$ cat config.mk
export PLATFORM = sky130hd
export DESIGN_NAME = multi_mode_position_control_law_flat
export DESIGN_NICKNAME = d
export VERILOG_FILES = /design/src/rtl/mmpcl_pkg.sv /design/src/rtl/mmpcl_if.sv /design/src/rtl/multi_mode_position_control_law.sv /design/src/flat_wrapper.sv
export SDC_FILE = /design/constraint.sdc
export NUM_CORES = 2
export LEC_CHECK = 0
export BUFFER_PORTS_ARGS = -buffer_cell sky130_fd_sc_hd__buf_4
export CELL_PAD_IN_SITES_DETAIL_PLACEMENT = 1
export CELL_PAD_IN_SITES_GLOBAL_PLACEMENT = 1
export CORE_ASPECT_RATIO = 1.5
export CORE_UTILIZATION = 40
export CTS_CLUSTER_SIZE = 28
export DETAILED_ROUTE_END_ITERATION = 16
export GPL_TIMING_DRIVEN = 0
export PLACE_DENSITY_LB_ADDON = 0.1
export SLEW_MARGIN = 20
export SYNTH_ARGS = -nofsm -noshare
export SYNTH_HDL_FRONTEND = slang
export SYNTH_SLANG_ARGS = --single-unit
$ cat constraint.sdc
create_clock -name clk -period 17 [get_ports clk]
set_clock_uncertainty 0.15 [all_clocks]
set_input_delay 3.4 -clock clk [delete_from_list [all_inputs] [get_ports clk]]
set_output_delay 3.4 -clock clk [all_outputs]
set_load 0.005 [all_outputs]
$ cat src/rtl/mmpcl_pkg.sv
`timescale 1ns / 1ps
package mmpcl_pkg;

	localparam int FRAC_BITS = 16;
	localparam int DATA_W    = 32;
	localparam int OPND_W    = 34;
	localparam int PROD_W    = 2 * OPND_W;
	localparam int ACC_W     = 56;
	localparam int PER_W     = 17;
	localparam int MODE_W    = 3;
	localparam int IDX_W     = 3;

	localparam logic [MODE_W-1:0] LAW_OPEN   = 3'd0;
	localparam logic [MODE_W-1:0] LAW_SPEED  = 3'd1;
	localparam logic [MODE_W-1:0] LAW_PI     = 3'd2;
	localparam logic [MODE_W-1:0] LAW_LEAD   = 3'd3;
	localparam logic [MODE_W-1:0] LAW_LL     = 3'd4;
	localparam logic [MODE_W-1:0] LAW_SFB    = 3'd5;
	localparam logic [MODE_W-1:0] LAW_SFB_I  = 3'd6;

	localparam logic [IDX_W-1:0] REG_MODE   = 3'd0;
	localparam logic [IDX_W-1:0] REG_PERIOD = 3'd1;
	localparam logic [IDX_W-1:0] REG_C0     = 3'd2;
	localparam logic [IDX_W-1:0] REG_C1     = 3'd3;
	localparam logic [IDX_W-1:0] REG_C2     = 3'd4;
	localparam logic [IDX_W-1:0] REG_C3     = 3'd5;
	localparam logic [IDX_W-1:0] REG_C4     = 3'd6;

	localparam logic signed [DATA_W-1:0] MAX_D = {1'b0, {(DATA_W-1){1'b1}}};
	localparam logic signed [DATA_W-1:0] MIN_D = {1'b1, {(DATA_W-1){1'b0}}};

	function automatic logic ovf32(input logic signed [ACC_W-1:0] v);
		return (v > ACC_W'(MAX_D)) || (v < ACC_W'(MIN_D));
	endfunction

	function automatic logic signed [DATA_W-1:0] sat32(input logic signed [ACC_W-1:0] v);
		if (v > ACC_W'(MAX_D))
			return MAX_D;
		if (v < ACC_W'(MIN_D))
			return MIN_D;
		return v[DATA_W-1:0];
	endfunction

endpackage

$ cat src/rtl/mmpcl_if.sv
`timescale 1ns / 1ps
interface mmpcl_in_if import mmpcl_pkg::*; ();
	logic              valid;
	logic              ready;
	logic              command;
	logic [DATA_W-1:0] setpoint;
	logic [DATA_W-1:0] measured_position;
	logic [DATA_W-1:0] measured_speed;

	modport source (output valid, command, setpoint, measured_position, measured_speed,
		input ready);
	modport sink (input valid, command, setpoint, measured_position, measured_speed,
		output ready);
endinterface

interface mmpcl_out_if import mmpcl_pkg::*; ();
	logic              valid;
	logic              ready;
	logic [DATA_W-1:0] drive;
	logic              saturated;

	modport source (output valid, drive, saturated, input ready);
	modport sink (input valid, drive, saturated, output ready);
endinterface

$ cat src/rtl/multi_mode_position_control_law.sv
`timescale 1ns / 1ps
// Sequence: open loop and clear items go from acceptance straight to the result register;
// other laws run N products in turn (N = 1, 4, 3, 5, 2, 4 for modes 1..6).
// Flow: one item at a time; the next item is taken only after the last has been fully
// worked on by the 34-step bit-serial multiplier and registered; a held result stalls it.
// Reset: arst_n clears configuration, history and handshake state at once; period = 655.
module multi_mode_position_control_law import mmpcl_pkg::*; (
	input  logic              clk,
	input  logic              arst_n,
	input  logic              wr_en,
	input  logic [IDX_W-1:0]  wr_index,
	input  logic [DATA_W-1:0] wr_data,
	mmpcl_in_if.sink          sample,
	mmpcl_out_if.source       result
);

	localparam logic [2:0] S_IDLE = 3'd0;
	localparam logic [2:0] S_LOAD = 3'd1;
	localparam logic [2:0] S_MUL  = 3'd2;
	localparam logic [2:0] S_POST = 3'd3;
	localparam logic [2:0] S_DONE = 3'd4;
	localparam logic [5:0] MUL_LAST = 6'(OPND_W - 1);

	// configuration
	logic [MODE_W-1:0]        mode_q;
	logic [PER_W-1:0]         period_q;
	logic signed [DATA_W-1:0] c0_q, c1_q, c2_q, c3_q, c4_q;

	// history
	logic signed [DATA_W-1:0] pi_int_q, pil_q, e1_q, e2_q, d1_q, d2_q, si_q;

	// item being worked on
	logic signed [DATA_W-1:0] sp_q, pos_q, spd_q, e_q;
	logic                     clr_q;
	logic signed [OPND_W-2:0] tmp_q;
	logic signed [ACC_W-1:0]  acc_q;
	logic                     flag_q;

	// sequencer and bit-serial multiplier
	logic [2:0]               state_q;
	logic [2:0]               op_q;
	logic [5:0]               cnt_q;
	logic signed [PROD_W-1:0] mcand_q, prod_q;
	logic signed [OPND_W-1:0] mplier_q;

	logic                     res_valid_q;
	logic signed [DATA_W-1:0] res_drive_q;
	logic                     res_sat_q;

	logic [2:0]               nops;
	logic signed [OPND_W-1:0] sel_a, sel_b;
	logic                     sel_sh17, sel_neg, last_op;
	logic signed [ACC_W-1:0]  rnd, r_acc, drive_w;
	logic signed [DATA_W:0]   diff_e, diff_v;
	logic signed [PROD_W-1:0] addend;
	logic                     out_free;

	function automatic logic signed [OPND_W-1:0] x34(input logic signed [DATA_W-1:0] v);
		return {{(OPND_W-DATA_W){v[DATA_W-1]}}, v};
	endfunction

	function automatic logic signed [ACC_W-1:0] x56(input logic signed [DATA_W-1:0] v);
		return {{(ACC_W-DATA_W){v[DATA_W-1]}}, v};
	endfunction

	assign sample.ready = (state_q == S_IDLE);
	assign out_free     = !res_valid_q || result.ready;

	// error terms saturate before use
	assign diff_e = {sample.setpoint[DATA_W-1], sample.setpoint}
		- {sample.measured_position[DATA_W-1], sample.measured_position};
	assign diff_v = {sp_q[DATA_W-1], sp_q} - {spd_q[DATA_W-1], spd_q};

	// product count per law
	always_comb begin
		unique case (mode_q)
			LAW_SPEED: nops = 3'd1;
			LAW_PI:    nops = 3'd4;
			LAW_LEAD:  nops = 3'd3;
			LAW_LL:    nops = 3'd5;
			LAW_SFB:   nops = 3'd2;
			LAW_SFB_I: nops = 3'd4;
			default:   nops = 3'd0;
		endcase
	end
	assign last_op = (op_q == nops - 3'd1);

	// operand selection for each product of each law
	always_comb begin
		sel_a    = x34(e_q);
		sel_b    = x34(c0_q);
		sel_sh17 = 1'b0;
		sel_neg  = 1'b0;
		case (mode_q)
			LAW_SPEED: sel_a = x34(sat32(ACC_W'(diff_v)));
			LAW_PI: begin
				case (op_q)
					3'd1: begin
						sel_a    = OPND_W'(tmp_q) + x34(pil_q);
						sel_b    = OPND_W'({1'b0, period_q});
						sel_sh17 = 1'b1;
					end
					3'd2: sel_b = x34(c1_q);
					3'd3: begin
						sel_a = OPND_W'(tmp_q);
						sel_b = x34(c2_q);
					end
					default: ;
				endcase
			end
			LAW_LEAD, LAW_LL: begin
				case (op_q)
					3'd1: begin
						sel_a = x34(e1_q);
						sel_b = x34(c1_q);
					end
					3'd2: begin
						sel_a   = (mode_q == LAW_LEAD) ? x34(d1_q) : x34(e2_q);
						sel_b   = x34(c2_q);
						sel_neg = (mode_q == LAW_LEAD);
					end
					3'd3: begin
						sel_a   = x34(d1_q);
						sel_b   = x34(c3_q);
						sel_neg = 1'b1;
					end
					3'd4: begin
						sel_a   = x34(d2_q);
						sel_b   = x34(c4_q);
						sel_neg = 1'b1;
					end
					default: ;
				endcase
			end
			LAW_SFB: begin
				if (op_q == 3'd1) begin
					sel_a   = x34(spd_q);
					sel_b   = x34(c1_q);
					sel_neg = 1'b1;
				end
			end
			LAW_SFB_I: begin
				case (op_q)
					3'd0: begin
						sel_a    = x34(e_q) + x34(e1_q);
						sel_b    = OPND_W'({1'b0, period_q});
						sel_sh17 = 1'b1;
					end
					3'd1: sel_a = x34(si_q);
					3'd2: begin
						sel_a   = x34(spd_q);
						sel_b   = x34(c2_q);
						sel_neg = 1'b1;
					end
					3'd3: begin
						sel_a   = x34(pos_q);
						sel_b   = x34(c1_q);
						sel_neg = 1'b1;
					end
					default: ;
				endcase
			end
			default: ;
		endcase
	end

	// round to nearest, ties up: add half then shift arithmetically
	always_comb begin
		logic signed [PROD_W-1:0] p;
		if (sel_sh17)
			p = (prod_q + (PROD_W'(1) <<< FRAC_BITS)) >>> (FRAC_BITS + 1);
		else
			p = (prod_q + (PROD_W'(1) <<< (FRAC_BITS - 1))) >>> FRAC_BITS;
		rnd = p[ACC_W-1:0];
	end
	assign r_acc   = sel_neg ? acc_q - rnd : acc_q + rnd;
	assign drive_w = acc_q;

	// sign bit of the multiplier carries negative weight
	assign addend = mplier_q[0] ? ((cnt_q == MUL_LAST) ? -mcand_q : mcand_q) : '0;

	always_ff @(posedge clk or negedge arst_n) begin
		if (!arst_n) begin
			mode_q   <= LAW_OPEN;
			period_q <= PER_W'(655);
			c0_q     <= '0;
			c1_q     <= '0;
			c2_q     <= '0;
			c3_q     <= '0;
			c4_q     <= '0;
		end else if (wr_en) begin
			unique case (wr_index)
				REG_MODE:   mode_q   <= wr_data[MODE_W-1:0];
				REG_PERIOD: period_q <= wr_data[PER_W-1:0];
				REG_C0:     c0_q     <= wr_data;
				REG_C1:     c1_q     <= wr_data;
				REG_C2:     c2_q     <= wr_data;
				REG_C3:     c3_q     <= wr_data;
				REG_C4:     c4_q     <= wr_data;
				default: ;
			endcase
		end
	end

	always_ff @(posedge clk or negedge arst_n) begin
		if (!arst_n) begin
			state_q     <= S_IDLE;
			op_q        <= '0;
			cnt_q       <= '0;
			res_valid_q <= 1'b0;
			pi_int_q    <= '0;
			pil_q       <= '0;
			e1_q        <= '0;
			e2_q        <= '0;
			d1_q        <= '0;
			d2_q        <= '0;
			si_q        <= '0;
		end else begin
			// drop the taken result unless a new one replaces it this cycle
			if (result.ready && !(state_q == S_DONE && out_free))
				res_valid_q <= 1'b0;
			unique case (state_q)
				S_IDLE: begin
					if (sample.valid) begin
						// latch the item; open loop and clear need no products
						sp_q   <= sample.setpoint;
						pos_q  <= sample.measured_position;
						spd_q  <= sample.measured_speed;
						e_q    <= sat32(ACC_W'(diff_e));
						clr_q  <= sample.command;
						acc_q  <= '0;
						flag_q <= 1'b0;
						op_q   <= '0;
						state_q <= (sample.command || nops == 3'd0) ? S_DONE : S_LOAD;
					end
				end
				S_LOAD: begin
					mcand_q  <= PROD_W'(sel_a);
					mplier_q <= sel_b;
					prod_q   <= '0;
					cnt_q    <= '0;
					state_q  <= S_MUL;
				end
				S_MUL: begin
					prod_q   <= prod_q + addend;
					mcand_q  <= mcand_q <<< 1;
					mplier_q <= mplier_q >>> 1;
					cnt_q    <= cnt_q + 6'd1;
					if (cnt_q == MUL_LAST)
						state_q <= S_POST;
				end
				S_POST: begin
					if (mode_q == LAW_PI && op_q == 3'd0) begin
						tmp_q  <= (OPND_W-1)'(sat32(rnd));
						flag_q <= flag_q | ovf32(rnd);
					end else if (mode_q == LAW_PI && op_q == 3'd1) begin
						pi_int_q <= sat32(x56(pi_int_q) + rnd);
						flag_q   <= flag_q | ovf32(x56(pi_int_q) + rnd);
						pil_q    <= tmp_q[DATA_W-1:0];
					end else if (mode_q == LAW_PI && op_q == 3'd2) begin
						tmp_q  <= (OPND_W-1)'(sat32(rnd + x56(pi_int_q) - x56(spd_q)));
						flag_q <= flag_q | ovf32(rnd + x56(pi_int_q) - x56(spd_q));
					end else if (mode_q == LAW_SFB_I && op_q == 3'd0) begin
						si_q   <= sat32(x56(si_q) + rnd);
						flag_q <= flag_q | ovf32(x56(si_q) + rnd);
					end else begin
						acc_q <= r_acc;
					end
					op_q    <= op_q + 3'd1;
					state_q <= last_op ? S_DONE : S_LOAD;
				end
				S_DONE: begin
					if (out_free) begin
						res_valid_q <= 1'b1;
						state_q     <= S_IDLE;
						if (clr_q) begin
							// clear: zero all history, drive nothing
							res_drive_q <= '0;
							res_sat_q   <= 1'b0;
							pi_int_q    <= '0;
							pil_q       <= '0;
							e1_q        <= '0;
							e2_q        <= '0;
							d1_q        <= '0;
							d2_q        <= '0;
							si_q        <= '0;
						end else if (nops == 3'd0) begin
							res_drive_q <= sp_q;
							res_sat_q   <= 1'b0;
						end else begin
							res_drive_q <= sat32(drive_w);
							res_sat_q   <= flag_q | ovf32(drive_w);
							// advance the compensator histories
							if (mode_q == LAW_LEAD) begin
								d1_q <= sat32(drive_w);
								e1_q <= e_q;
							end else if (mode_q == LAW_LL) begin
								d2_q <= d1_q;
								d1_q <= sat32(drive_w);
								e2_q <= e1_q;
								e1_q <= e_q;
							end else if (mode_q == LAW_SFB_I) begin
								e1_q <= e_q;
							end
						end
					end
				end
				default: state_q <= S_IDLE;
			endcase
		end
	end

	assign result.valid     = res_valid_q;
	assign result.drive     = res_drive_q;
	assign result.saturated = res_sat_q;

	// the multiplier never runs past the sign step
	a_mul_bound: assert property (@(posedge clk) disable iff (!arst_n)
		state_q == S_MUL |-> cnt_q <= MUL_LAST)
		else $error("multiplier step count overrun");

	// a product is only loaded for a law that has one at that position
	a_op_range: assert property (@(posedge clk) disable iff (!arst_n)
		state_q == S_LOAD |-> op_q < nops)
		else $error("product index beyond law");

	// a finished item always reaches the output register
	a_deliver: assert property (@(posedge clk) disable iff (!arst_n)
		(state_q == S_DONE && out_free) |=> (result.valid && state_q == S_IDLE))
		else $error("finished item not delivered");

endmodule
$ cat src/flat_wrapper.sv
// flat-port wrapper written by rule: the top's interface ports become plain ports
module multi_mode_position_control_law_flat import mmpcl_pkg::*;
  (clk, arst_n, wr_en, wr_index, wr_data, sample_valid, sample_command, sample_setpoint, sample_measured_position, sample_measured_speed, sample_ready, result_valid, result_drive, result_saturated, result_ready);
  mmpcl_in_if sample_i ();
  mmpcl_out_if result_i ();
  input  logic clk;
  input  logic arst_n;
  input  logic wr_en;
  input  logic [IDX_W-1:0] wr_index;
  input  logic [DATA_W-1:0] wr_data;
  input wire logic [$bits(sample_i.valid)-1:0] sample_valid;
  input wire logic [$bits(sample_i.command)-1:0] sample_command;
  input wire logic [$bits(sample_i.setpoint)-1:0] sample_setpoint;
  input wire logic [$bits(sample_i.measured_position)-1:0] sample_measured_position;
  input wire logic [$bits(sample_i.measured_speed)-1:0] sample_measured_speed;
  output wire logic [$bits(sample_i.ready)-1:0] sample_ready;
  output wire logic [$bits(result_i.valid)-1:0] result_valid;
  output wire logic [$bits(result_i.drive)-1:0] result_drive;
  output wire logic [$bits(result_i.saturated)-1:0] result_saturated;
  input wire logic [$bits(result_i.ready)-1:0] result_ready;
  assign sample_i.valid = sample_valid;
  assign sample_i.command = sample_command;
  assign sample_i.setpoint = sample_setpoint;
  assign sample_i.measured_position = sample_measured_position;
  assign sample_i.measured_speed = sample_measured_speed;
  assign sample_ready = sample_i.ready;
  assign result_valid = result_i.valid;
  assign result_drive = result_i.drive;
  assign result_saturated = result_i.saturated;
  assign result_i.ready = result_ready;
  multi_mode_position_control_law u_core (.clk(clk), .arst_n(arst_n), .wr_en(wr_en), .wr_index(wr_index), .wr_data(wr_data), .sample(sample_i), .result(result_i));
endmodule
Word-level counts from Yosys, hierarchy flattened:

Cells that the tools add are included.

* eq/ne operators: 36
* multiplexer cells: 202
* magnitude comparators: 14
* add/sub/neg operators: 16
* reduce and logical (&&, ||, !) cells: 52
* bitwise logic cells: 6

Operators by type and width (number)
* $mux 32: 60
* $pmux 34 s4: 4
* $mux 56: 7
* $gt 56x32->1 const B: 5
* $lt 56x32->1 const B: 5
* $pmux 68 s2: 2
* $pmux 34 s3: 2
* $pmux 32 s2: 3
* $pmux 34 s5: 1
* $mux 68: 2
* $pmux 34 s2: 2
* $add 32x56->56: 2
* $pmux 56 s2: 1
* $mux 34: 3
* $mux 33: 3
* $mux 1: 98
* $add 68x17->68 const B: 1
* $add 68x18->68 const B: 1
* $add 68x68->68: 1
* $neg 68->68: 1
* $gt 33x32->1 const B: 2
* $lt 33x32->1 const B: 2
* $sub 32x32->33: 2
* $add 56x56->56: 1
* 36 further kinds: 115

* output and inout port bits: 35
* register bits after elaboration: 839
* logic and storage cells: 358
* input bits: 137

Longest topological paths before layout:

* word-level depth: 25
* depth in mapped cells: 39
* gate-level depth less buffers: 34

Worst setup path before layout:

OpenSTA, ideal clock, no wires.

* kind: input -> register
* start point: input arst_n
* end point: register u_core.mcand_q[0], enable pin
* stages: 2
* buffers on the path: 0
* data arrival time: 11604 ps
* required time: 16096 ps
* slack: 4492 ps
* library setup time: 754 ps
* path through: inv_1 > a21oi_1

* word-level cells in the longest chain between the ends: 1

Ends and longest elaborated chain
* start: declaration: RTL line flat_wrapper.sv:7 `input logic arst_n;`
* $reduce_and 2->1 (no source line)
* end signal: assignment: RTL line multi_mode_position_control_law.sv:238 `mcand_q <= PROD_W'(sel_a);`
* end signal: assignment: RTL line multi_mode_position_control_law.sv:246 `mcand_q <= mcand_q <<< 1;`
* end: declaration: RTL line multi_mode_position_control_law.sv:43 `logic signed [PROD_W-1:0] mcand_q, prod_q;`

No other way between the ends.
A chain may end at the register's enable or synchronous reset.

Worst setup path after layout:

* start point: register u_core.op_q[1]
* end point: register u_core.tmp_q[25], data pin

* word-level cells in the longest chain between the ends: 18
* elaborated cells between the ends (all ways): 40
* those cells by class: add/sub (2); order compare (4); eq/ne (1); mux (31); reduce/logical (2)

Ends and longest elaborated chain
* start: declaration: RTL line multi_mode_position_control_law.sv:41 `logic [2:0] op_q;`
* start signal: assignment: RTL line multi_mode_position_control_law.sv:269 `op_q <= op_q + 3'd1;`
* $eq 3x1->1 / $logic_not 3->1 (equally long branches): RTL line multi_mode_position_control_law.sv:97, multi_mode_position_control_law.sv:143, multi_mode_position_control_law.sv:253
* $mux 1, on equally long branches: RTL line multi_mode_position_control_law.sv:97, multi_mode_position_control_law.sv:143
* $pmux 1 s2: RTL line multi_mode_position_control_law.sv:94 `case (mode_q)`
* $mux 56: RTL line multi_mode_position_control_law.sv:170 `if (sel_sh17)`
* $add 32x56->56: RTL line multi_mode_position_control_law.sv:261 `tmp_q <= (OPND_W-1)'(sat32(rnd + x56(pi_int_q) - x56(spd_q)));`
* $sub 56x32->56: RTL line multi_mode_position_control_law.sv:261
* $lt 56x32->1: RTL line mmpcl_pkg.sv:39 `if (v < ACC_W'(MIN_D))`
* $mux 1 (2 in a row): RTL line mmpcl_pkg.sv:39
* $mux 1: RTL line multi_mode_position_control_law.sv:260 `end else if (mode_q == LAW_PI && op_q == 3'd2) begin`
* $mux 1: RTL line multi_mode_position_control_law.sv:256 `end else if (mode_q == LAW_PI && op_q == 3'd1) begin`
* $mux 1: RTL line multi_mode_position_control_law.sv:253 `if (mode_q == LAW_PI && op_q == 3'd0) begin`
* $mux 1: RTL line multi_mode_position_control_law.sv:222 `unique case (state_q)`
* $mux 32: RTL line mmpcl_pkg.sv:41 `return v[DATA_W-1:0];`
* $mux 32: RTL line mmpcl_pkg.sv:39
* $mux 33: RTL line multi_mode_position_control_law.sv:260
* $mux 33: RTL line multi_mode_position_control_law.sv:256
* $mux 33 *: RTL line multi_mode_position_control_law.sv:253
* end signal: assignment: RTL line multi_mode_position_control_law.sv:254 `tmp_q <= (OPND_W-1)'(sat32(rnd));`
* end signal: assignment: RTL line multi_mode_position_control_law.sv:261
* end: declaration: RTL line multi_mode_position_control_law.sv:35 `logic signed [OPND_W-2:0] tmp_q;`

Mark *: on every way between the ends. The rest lies on a longest branch, timed or not. The select of a mux whose other input is x is not followed.

==> metrics.md <==
| Metric | Value |
|---|---|
| Vias in the first global route | `69500` |
| Placed Area | `0.0725 mm^2` |
| Setup TNS Final | `0 ps` |
| Crit path launch type | `flip-flop` |
| Avg Cell Area, Syn | `8.57 um^2` |
| Critical path required time | `17290 ps` |
| Gr ovfl total | `0` |
| Final Hold Fails | `0` |
| Worst setup path class | `reg -> reg` |
| Starting Density | `40.2%` |
| P_leak | `30.8 nW` |
| Crit path capture type | `flip-flop` |
| RSZ-0062 raised after global routing | `no` |
| TritonCTS clock tree | `built` |
| Gate power share | `56.6%` |
| Final core occ | `45.4%` |
| Die area | `0.170 mm^2` |
| WL/cell | `33.6 um` |
| Setup Viol. Count Final | `0` |
| Num CTS Buffers | `95` |
| Hold-fix buffers, CTS | `0` |
| Synth area leaders | `edfxtp_1 19%, dfrtp_1 15%, ha_1 7.9%` |
| Synth area leader | `edfxtp_1` |
| Clk pwr share | `17.3%` |
| Biggest cell delay along the critical path | `830 ps` |
| Fin cells | `10500` |
| Synth cell count leaders | `786 x nand2_1, 770 x a21oi_1, 660 x nor2_1` |
| Sequential power share | `26.1%` |
| Internal power | `6.66 mW` |
| CP max-delay cell | `mux2i_2` |
| Tightest Pin Transition | `1340 ps` |
| Via count | `67500` |
| CTS resizes | `0` |
| Die Wd | `337 um` |
| Crit path time final | `13660 ps` |
| Worst slack, placed | `3430 ps` |
| Relative slew slack | `9.60%` |
| CTS Buffer Depth | `3` |
| Final Cell Area | `0.0760 mm^2` |
| Hpwl dp | `289 mm` |
| DR iter-0 viols | `5427` |
| TritonCTS Sinks | `838` |
| FP Rows | `184` |
| Layout cell share with drive strength beyond 1 | `8.96%` |
| Clk slew on worst S/H paths | `60 ps` |
| Remaining DRCs | `0` |
| Design Power | `13.3 mW` |
| Top-area cell type share of the netlist area | `18.8%` |
| Gpl congestion | `1.06` |
| Fill count | `19900` |
| Count leader, synth | `nand2_1` |
| FFs w/ async S/R, synth | `49.8%` |
| Port bufs | `169` |
| Worst EP arrival | `13940 ps` |
| Area Growth Syn to Fin | `12.9%` |
| Worst skew pair latency | `810 ps` |
| WHS | `325 ps` |
| Sw frac | `50.1%` |
| Fmax | `0.0732 GHz` |
| Cell mode on critical path | `a21oi_1` |
| Number of synthesis warnings | `0` |
| DRT Pass-1 Iters | `7` |
| Synth Cell Area | `0.0673 mm^2` |
| ANT nets after route | `0` |
| GRT Total Usage | `40.8%` |
| Net Count, Synth | `8421` |
| Final worst slack | `3340 ps` |
| Die Ht | `504 um` |
| Synth unique cells | `102` |
| Post-CTS setup buffers | `0` |
| Pwr/cell area | `176 mW/mm^2` |
| CTS root buf | `clkbuf_16` |
| Number of flops mapped to enable cells by yosys | `421` |
| Via density | `6.43` |
| Largest net degree at the start of global routing | `94` |
| Min-delay worst type | `reg -> reg` |
| Initial antenna violation count | `39` |
| Total of max-cap violations | `0` |
| Status | `complete, no violations` |
| Synthesis-stage register bit count | `838` |
| Final Cycle Share | `80.3%` |
| Core box area | `0.167 mm^2` |
| Crit path max fanout | `10` |
| Cells after Synth | `7850` |
| Sequential share of the synthesized area | `34.3%` |
| Max VDD drop | `0.115 mV` |
| Max-slew violations | `0` |
| Nets | `8739` |
| P_sw | `6.69 mW` |
| First-pass GRT wire length | `499 mm` |
| I/O pin count | `172` |
| Placed insts | `10300` |
| WL final | `353 mm` |
| Post-synth top flop | `edfxtp_1` |
| H-tree depth | `3` |
[cells by family (layout without fill, tap and decap cells)]
| family | count (synthesis) | in the layout | share of synthesized area, % |
|---|---|---|---|
| AO/OA/AOI/OAI | 2613 | 2613 | 24.8 |
| XOR/XNOR | 541 | 541 | 7.04 |
| adder cells (fa/ha/maj) | 440 | 440 | 8.26 |
| buffers and inverters | 665 | 1064 | 3.92 |
| flip-flops | 838 | 838 | 34.3 |
| multiplexers | 217 | 217 | 3.58 |
| other | 0 | 26 | 0 |
| AND/OR/NAND/NOR | 2536 | 2536 | 18.0 |
[worst paths after layout]
path / to / depth (start not counted) / from / slack (ps)
worst max-delay path: u_core.tmp_q[25] / 36 / u_core.op_q[1] / 3340
worst min-delay path: u_core.pil_q[14] / 2 / u_core.pil_q[14] / 330
worst max register to register: u_core.tmp_q[25] / 36 / u_core.op_q[1] / 3340
worst min register to register: u_core.pil_q[14] / 2 / u_core.pil_q[14] / 330
max in group asynchronous: u_core.pil_q[7] / 4 / arst_n / 12710
min in group asynchronous: u_core.c3_q[15] / 1 / arst_n / 2250
[metal layers]
layer | vias to the layer above | track usage, % | part of all wire [%]
met5 | - | 0 | 0.027
met4 | 14 | 34.3 | 9.8
met3 | 971 | 6.67 | 6.1
met2 | 2641 | 67.7 | 47
met1 | 34100 | 45.4 | 37
li1 | 29800 | - | -
[worst max-delay path, delay by kind of cell, from the launching register on]
| family | cells | cell delay, ps |
|---|---|---|
| AO/OA/AOI/OAI | 15 | 4750 |
| buffers and inverters | 9 | 3280 |
| AND/OR/NAND/NOR | 5 | 1980 |
| multiplexers | 2 | 1270 |
| adder cells (fa/ha/maj) | 3 | 1060 |
| flip-flops | 1 | 400 |
| XOR/XNOR | 2 | 390 |
[area by class of cell]
class | instances | area [um^2] | share of cell area (%)
multi-input combinational | 6347 | 41800 | 55.1
sequential | 838 | 23100 | 30.4
tap | 2232 | 2790 | 3.68
clock buffer | 127 | 2640 | 3.48
timing repair buffer | 221 | 2130 | 2.81
buffer | 450 | 1850 | 2.44
inverter | 215 | 807 | 1.06
clock inverter | 51 | 754 | 0.993
antenna | 26 | 65.1 | 0.0857
[sequential cells by signal, indices dropped and copies added (netlist names), 34 cells and up]
name and count:
u_core.mplier_q 34, u_core.prod_q 68, u_core.mcand_q 68, u_core.acc_q 56
[cells in the final DEF (no fill, tap or decap), drive strengths merged, types with 92 or more instances in the layout]
cell type  instances
a21o             236
a21oi            770
a221o             95
a221oi            98
a22oi            102
a31oi             92
and2             101
buf              279
clkbuf           519
dfrtp            411
edfxtp           421
ha               425
inv              219
mux2             186
nand2            786
nand2b           180
nand3            173
nand4            124
nor2             660
nor3             147
o21ai            638
xnor2            322
xor2             219
[power groups by stage]
| stage | Clock (mW) | Combinational (mW) | Sequential [mW] |
|---|---|---|---|
| floorplan | 0 | 4.79 | 3.15 |
| global placement | 0 | 7.08 | 3.54 |
| detailed placement | 0 | 7.36 | 3.47 |
| CTS | 2.33 | 7.41 | 3.44 |
| global route | 2.40 | 8.07 | 3.49 |
| finish | 2.31 | 7.56 | 3.48 |
(Power assumes the default switching activity.)
